`config.mk`:
```
export PLATFORM = sky130hd
export DESIGN_NAME = pls_ctrl
export DESIGN_NICKNAME = d
export VERILOG_FILES = /design/src/rtl/core/pls_pkg.sv /design/src/rtl/core/pls_ctrl.sv
export SDC_FILE = /design/constraint.sdc
export NUM_CORES = 1
export LEC_CHECK = 0
export ABC_AREA = 1
export BUFFER_PORTS_ARGS = -buffer_cell sky130_fd_sc_hd__buf_4
export CORE_AREA = 2 2 39 41
export DETAILED_ROUTE_END_ITERATION = 7
export DIE_AREA = 0 0 41 43
export SLEW_MARGIN = 20
export SYNTH_ARGS = -nofsm -noshare
export SYNTH_HDL_FRONTEND = slang
export SYNTH_SLANG_ARGS = --single-unit
```
`constraint.sdc`:
```
create_clock -name clk -period 1.4 [get_ports clk]
set_input_delay 0.07 -clock clk [delete_from_list [all_inputs] [get_ports clk]]
set_output_delay 0.07 -clock clk [all_outputs]
set_load 0.03 [all_outputs]
```
`src/rtl/core/pls_pkg.sv`:
```
`timescale 1ns / 1ps
`default_nettype none
// ----------------------------------------------------------------------------
// pls_pkg: shared definitions for the periodic Laplacian stencil unit
// Default grid shape, datapath widths, tap codes and controller/datapath
// command and status structures.
// ----------------------------------------------------------------------------
package pls_pkg;

	localparam int DEF_SIZE_X     = 16;
	localparam int DEF_SIZE_Y     = 16;
	localparam int DEF_SIZE_Z     = 16;
	localparam int DEF_COMPONENTS = 3;

	localparam int DATA_W  = 32;
	localparam int COORD_W = 4;
	localparam int COMP_W  = 2;
	localparam int ACC_W   = 36;
	localparam int MOP_W   = 19;
	localparam int PROD_W  = 51;
	localparam int FULL_W  = 69;
	localparam int TAP_W   = 3;

	localparam logic MODE_WRITE   = 1'b0;
	localparam logic MODE_COMPUTE = 1'b1;

	localparam logic [TAP_W-1:0] TAP_C  = 3'd0;
	localparam logic [TAP_W-1:0] TAP_XM = 3'd1;
	localparam logic [TAP_W-1:0] TAP_XP = 3'd2;
	localparam logic [TAP_W-1:0] TAP_YM = 3'd3;
	localparam logic [TAP_W-1:0] TAP_YP = 3'd4;
	localparam logic [TAP_W-1:0] TAP_ZM = 3'd5;
	localparam logic [TAP_W-1:0] TAP_ZP = 3'd6;

	typedef struct packed {
		logic             load;
		logic             rd_en;
		logic             wr_en;
		logic [TAP_W-1:0] tap;
		logic             mul_lo;
		logic             mul_hi;
		logic             sum;
		logic             out_load;
		logic             out_zero;
	} pls_cmd_t;

	typedef struct packed {
		logic comp_ok;
	} pls_sts_t;

	// reduce a 4-bit coordinate modulo an axis size of at least 4
	function automatic logic [COORD_W-1:0] wrap_coord(input logic [COORD_W-1:0] v,
			input int size);
		logic [8:0] t;
		t = {5'd0, v};
		for (int i = 0; i < 4; i++) begin
			if (t >= 9'(size)) begin
				t = t - 9'(size);
			end
		end
		return t[COORD_W-1:0];
	endfunction

endpackage
`default_nettype wire

```
`src/rtl/core/pls_ctrl.sv`:
```
`timescale 1ns / 1ps
`default_nettype none
// ----------------------------------------------------------------------------
// pls_ctrl: sequencer of the stencil unit
// Accepts items; for a compute, steps the seven stencil reads, drain, two-pass
// multiply, rounding sum and result load, else a grid write or a zero result.
// ----------------------------------------------------------------------------
module pls_ctrl
	import pls_pkg::*;
(
	input  wire logic     clk,
	input  wire logic     arst_n,
	input  wire logic     start,
	input  wire logic     mode,
	input  wire pls_sts_t sts,
	output logic          busy,
	output pls_cmd_t      cmd
);

	localparam logic [3:0] ST_IDLE = 4'd0;
	localparam logic [3:0] ST_COMP = 4'd1;
	localparam logic [3:0] ST_DR1  = 4'd2;
	localparam logic [3:0] ST_DR2  = 4'd3;
	localparam logic [3:0] ST_MLO  = 4'd4;
	localparam logic [3:0] ST_MHI  = 4'd5;
	localparam logic [3:0] ST_SUM  = 4'd6;
	localparam logic [3:0] ST_OUT  = 4'd7;
	localparam logic [3:0] ST_WR   = 4'd8;
	localparam logic [3:0] ST_ZERO = 4'd9;

	logic [3:0]       state_q, state_d;
	logic [TAP_W-1:0] tap_q, tap_d;

	always_ff @(posedge clk or negedge arst_n) begin
		if (!arst_n) begin
			state_q <= ST_IDLE;
			tap_q   <= TAP_C;
		end else begin
			state_q <= state_d;
			tap_q   <= tap_d;
		end
	end

	always_comb begin
		cmd     = '0;
		cmd.tap = tap_q;
		state_d = state_q;
		tap_d   = tap_q;
		case (state_q)
			ST_IDLE: begin
				if (start) begin
					cmd.load = 1'b1;
					tap_d    = TAP_C;
					if (mode == MODE_COMPUTE) begin
						state_d = sts.comp_ok ? ST_COMP : ST_ZERO;
					end else if (sts.comp_ok) begin
						state_d = ST_WR;
					end
				end
			end
			ST_COMP: begin
				cmd.rd_en = 1'b1;
				if (tap_q == TAP_ZP) begin
					state_d = ST_DR1;
				end else begin
					tap_d = tap_q + 3'd1;
				end
			end
			ST_DR1: state_d = ST_DR2;
			ST_DR2: state_d = ST_MLO;
			ST_MLO: begin
				cmd.mul_lo = 1'b1;
				state_d    = ST_MHI;
			end
			ST_MHI: begin
				cmd.mul_hi = 1'b1;
				state_d    = ST_SUM;
			end
			ST_SUM: begin
				cmd.sum = 1'b1;
				state_d = ST_OUT;
			end
			ST_OUT: begin
				cmd.out_load = 1'b1;
				state_d      = ST_IDLE;
			end
			ST_WR: begin
				cmd.wr_en = 1'b1;
				cmd.tap   = TAP_C;
				state_d   = ST_IDLE;
			end
			ST_ZERO: begin
				cmd.out_zero = 1'b1;
				state_d      = ST_IDLE;
			end
			default: state_d = ST_IDLE;
		endcase
	end

	assign busy = (state_q != ST_IDLE);

endmodule
`default_nettype wire

```
### Yosys cells after proc, flatten, opt, wreduce, memory -nomap -nowiden

Cells that the tools add are included.

| cells by class | value |
|---|---|
| add/subtract/negate cells | 1 |
| equality and inequality tests | 14 |
| muxes and demuxes | 18 |
| reduce and logical (&&, ||, !) cells | 5 |

Operators by type and width:

| kind | number |
|---|---|
| one-hot mux 4 bit (7 select lines) | 1 |
| two-way mux 4 bit | 6 |
| == test 4 x 3 -> 1 bit, second input constant | 4 |
| == test 4 x 2 -> 1 bit, second input constant | 2 |
| == test 4 bit, second input constant | 2 |
| two-way mux 1 bit | 8 |
| two-way mux 3 bit | 2 |
| != test 2 bit, second input constant | 3 |
| one-hot mux 3 bit (2 select lines) | 1 |
| AND reduction 3 bit | 2 |
| == test 4 x 1 -> 1 bit, second input constant | 1 |
| logical NOT 4 bit | 1 |
| nonzero test 4 bit | 1 |
| adder 3 x 1 -> 3 bit, second input constant | 1 |
| == test 3 bit, second input constant | 1 |
| != test 3 bit, second input constant | 1 |
| nonzero test 2 bit | 1 |

| word-level totals | value |
|---|---|
| register bits | 7 |
| input port bits | 5 |
| output and inout port bits | 12 |

### Depth between registers and ports, before layout

| logic depth | value |
|---|---|
| word-level depth | 4 |
| depth in mapped cells | 7 |
| depth with buffers taken out | 7 |

### Least setup slack after synthesis

OpenSTA, ideal clock, no wires.

| timing path | value |
|---|---|
| path type | register to output |
| start | register state_q[1] |
| end | output cmd[0] (netlist name) |
| data arrival time | 1.316 ns |
| data required time | 1.330 ns |
| path slack | 0.014 ns |
| cell stages (with the launch flop) | 4 |
| path buffers | 0 |
| cells stage by stage | dfrtp_1 > nor2_4 > inv_1 > nor3_1 |

RTL lines:

| element | RTL line | RTL |
|---|---|---|
| from (decl) | pls_ctrl.sv:31 | `logic [3:0] state_q, state_d;` |
| from (signal assigned) | pls_ctrl.sv:39 | `state_q <= state_d;` |
| to (decl) | pls_ctrl.sv:17 | `output pls_cmd_t cmd` |

==> run_results.csv <==
group,metric,value,unit
route,vias,478,
placement,hpwl,789,um
timing,worst_clock_skew,0.00226,ns
clocking,clk_latency,0.25,ns
worst_setup_path,path_cells,"nor2_4 > buf_4 > nand2_1 > inv_1 > buf_4",
logic_synthesis,synthAdderAreaFrac,5.12,%
placement,portBuffers,16,
global_routing,grt_overflow,0,
final_layout,seq_area,178,um2
timing,max_freq,0.747,GHz
timing,maxSlewViolCount,0,
worst_setup_path,crit_slowest_cell,"dfrtp_1",
route,routedWlPerCell,9.23,um
timing,period_share,95.6,%
pwr,comb_power_share,67.8,%
timing,final-setup-viol-count,0,
floorplan,die_area,1760,um2
final_layout,final_core_util,52.2,%
clocking,clk_path_buf_depth,2,
worst_setup_path,cp.required,1.33,ns
worst_setup_path,cpLargestDelayFamily,"flip-flops",
final_layout,layout_common_cells,"buf_4, nor2_1, inv_1, nand2_1, nand3_1",
logic_synthesis,synth_mux_area_share,0,%
logic_synthesis,synthCells,64,
timing,setup_ws,0.0614,ns
status,status,"finished, final reports clean",
logic_synthesis,synth_top_family_by_area,"simple AND/OR/NAND/NOR gates",
timing,fin_crit,1.34,ns
worst_setup_path,startpoint_type,"register",
pwr,p_total,1.80,mW
route,drc,0,
route,ant_nets,0,
worst_setup_path,cp_slowest_stage_delay,0.44,ns
logic_synthesis,yosys.area.top_type,"dfrtp_1",
pwr,p_int,903,uW
final_layout,nNetsFinal,99,
clocking,clk_pin_slew_worst_paths,0.05,ns
logic_synthesis,seq_area_frac_synth,35.8,%
logic_synthesis,synth_xor_area_share,1.79,%
logic_synthesis,netlist.area_leader.share,35.8,%
global_routing,antenna_found_initial,0,
final_layout,final_common_cell,"buf_4",
final_layout,nFillCells,139,
clocking,cts_tree,"yes",
floorplan,ios,17,
worst_setup_path,worstSetupEndpointType,"primary output",
placement,place.gp.congestion,0.725,
route,detail_route.vias_per_cell,4.47,
timing,whs,0.107,ns
route,drt_iter0_drc,9,
final_layout,diodes,0,
floorplan,die_y,43,um
global_routing,grt_max_degree,9,
route,first_pass_iters,4,
floorplan,row_count,14,
final_layout,syn_to_final_growth,47.6,%
worst_setup_path,crit_buf_inv,3,
clocking,cts_buffers,3,
worst_setup_path,cp_max_fo,6,
pwr,seqPwrFrac,21.9,%
worst_setup_path,crit_type,"register to primary output",
logic_synthesis,ys_top_cells_by_area,"dfrtp_1, inv_1, nor2_1",
placement,placed_area,637,um2
logic_synthesis,ys_types,17,
logic_synthesis,synth-simple-area-share,39.4,%
final_layout,final_layout_size_suffix_gt1_share,41.8,%
floorplan,initial_utilization,35.4,%
clocking,cts_sinks,7,
clocking,cts.htree.levels,1,
timing,worst_pin_slew,0.203,ns
timing,rsz0062_at_grt,"yes",
worst_hold_path,hp-class,"primary input to register",
logic_synthesis,syn_avg_cell_area,7.64,um2
floorplan,die_width,41,um
logic_synthesis,netlist_area,489,um2
timing,slew_headroom,86.4,%
logic_synthesis,ys_warn_count,0,
logic_synthesis,synth-compound-area-share,7.93,%
final_layout,final_area,722,um2
global_routing,grt_pass1_wl,1.54,mm
worst_setup_path,crit_arrival,1.27,ns
pwr,leakage,0.391,nW
global_routing,grt_pass1_vias,383,
pwr,power.density,2490,nW/um2
pwr,switching_power,897,uW
pwr,vdd_drop_max,1.01,mV
run,cap_violations,0,
global_routing,grtUsageTotal,12.9,%
pwr,power.share.clock,10.3,%
clocking,cts_root_buf,"clkbuf_4",
floorplan,coreArea,1380,um2
logic_synthesis,ys_ff_latch,7,
final_layout,multi_input_area,270,um2
route,wl,988,um
worst_setup_path,critPathMostFrequentCell,"buf_4",
logic_synthesis,synth_fp_nets,71,
pwr,switching_share,49.8,%
placement,dp_slack,0.179,ns
timing,hold_viol_final,0,
## Yosys cell counts
master,instances
inv_1,12
nor2_1,11
nand2_1,10
dfrtp_1,7
nand3_1,7
nor2_4,3
ha_1,2
o21ai_0,2
o22ai_1,2
inv_2,1
nand2_2,1
nand3_4,1
nor3_1,1
nor3_4,1
o21ai_2,1
o21bai_1,1
xnor2_1,1
## registers in the layout, indices dropped and copies added, names as in the netlist
| register | flops |
|---|---|
| state_q | 4 |
| tap_q | 3 |
## layer usage
metal  vias up  share of wire, %  wire, um  GRT usage, %
li1        255                 -         -             -
met1       206                45       446          15.0
met2        15                48       478          20.6
met3         2               5.7        56          3.66
met4         0              0.81         8          6.00
met5         -                 0         0             0
## final timing paths
path	depth (start not counted)	slack [ns]	start	end
worst max-delay path	5	0.06	state_q[3]$_DFFE_PN0P_	cmd[9]
max in group asynchronous	2	1.11	arst_n	state_q[1]$_DFFE_PN0P_
worst max register to register	6	0.22	tap_q[0]$_DFFE_PN0P_	state_q[0]$_DFFE_PN0P_
min in group asynchronous	2	0.16	arst_n	tap_q[0]$_DFFE_PN0P_
worst min register to register	2	0.60	tap_q[0]$_DFFE_PN0P_	tap_q[0]$_DFFE_PN0P_
worst min-delay path	4	0.11	sts	state_q[3]$_DFFE_PN0P_
## power groups by stage
| stage | clock network [mW] | registers (mW) | logic, mW |
|---|---|---|---|
| 6_report | 0.185 | 0.395 | 1.22 |
| 5_1_grt | 0.204 | 0.405 | 1.34 |
| 3_5_place_dp | 0 | 0.389 | 1.09 |
| 4_1_cts | 0.189 | 0.388 | 1.15 |
| 3_3_place_gp | 0 | 0.388 | 1.09 |
| 2_1_floorplan | 0 | 0.387 | 0.774 |
## worst min-delay path: stages
cell and delay [ns]:
buf_4 0.08, nand2_1 0.05, nand3_1 0.08, nor2_1 0.04
## through the flow
stage | std cells | setup TNS, ns
6_report | 107 | 0
3_3_place_gp | 97 | 0
4_1_cts | 104 | -0.0562
3_5_place_dp | 97 | 0
5_1_grt | 107 | -0.111
2_1_floorplan | 64 | 0
## logic make-up (layout without fill, tap and decap cells)
group,after synthesis,count (layout)
XOR/XNOR,1,1
AND/OR/NAND/NOR,35,35
AO/OA/AOI/OAI,6,6
flip-flops,7,7
adder cells (fa/ha/maj),2,2
buffers and inverters,13,40
## final cells by class
class / instances / share of cell area (%)
clock buffer: 4 / 3.64
inverter: 13 / 6.76
sequential: 7 / 24.6
timing repair buffer: 23 / 24.8
tap: 16 / 2.77
multi-input combinational: 44 / 37.4
## repair_timing
item | CTS | global route
endpoints found under the setup margin | 4 | 10
setup buffers | 2 | 3
hold endpoints to repair | 7 | 0
pin swaps | 2 | 2
resized for setup | 2 | 4
hold buffers | 1 | 0
No activity file was read; power rests on OpenSTA's default activity.
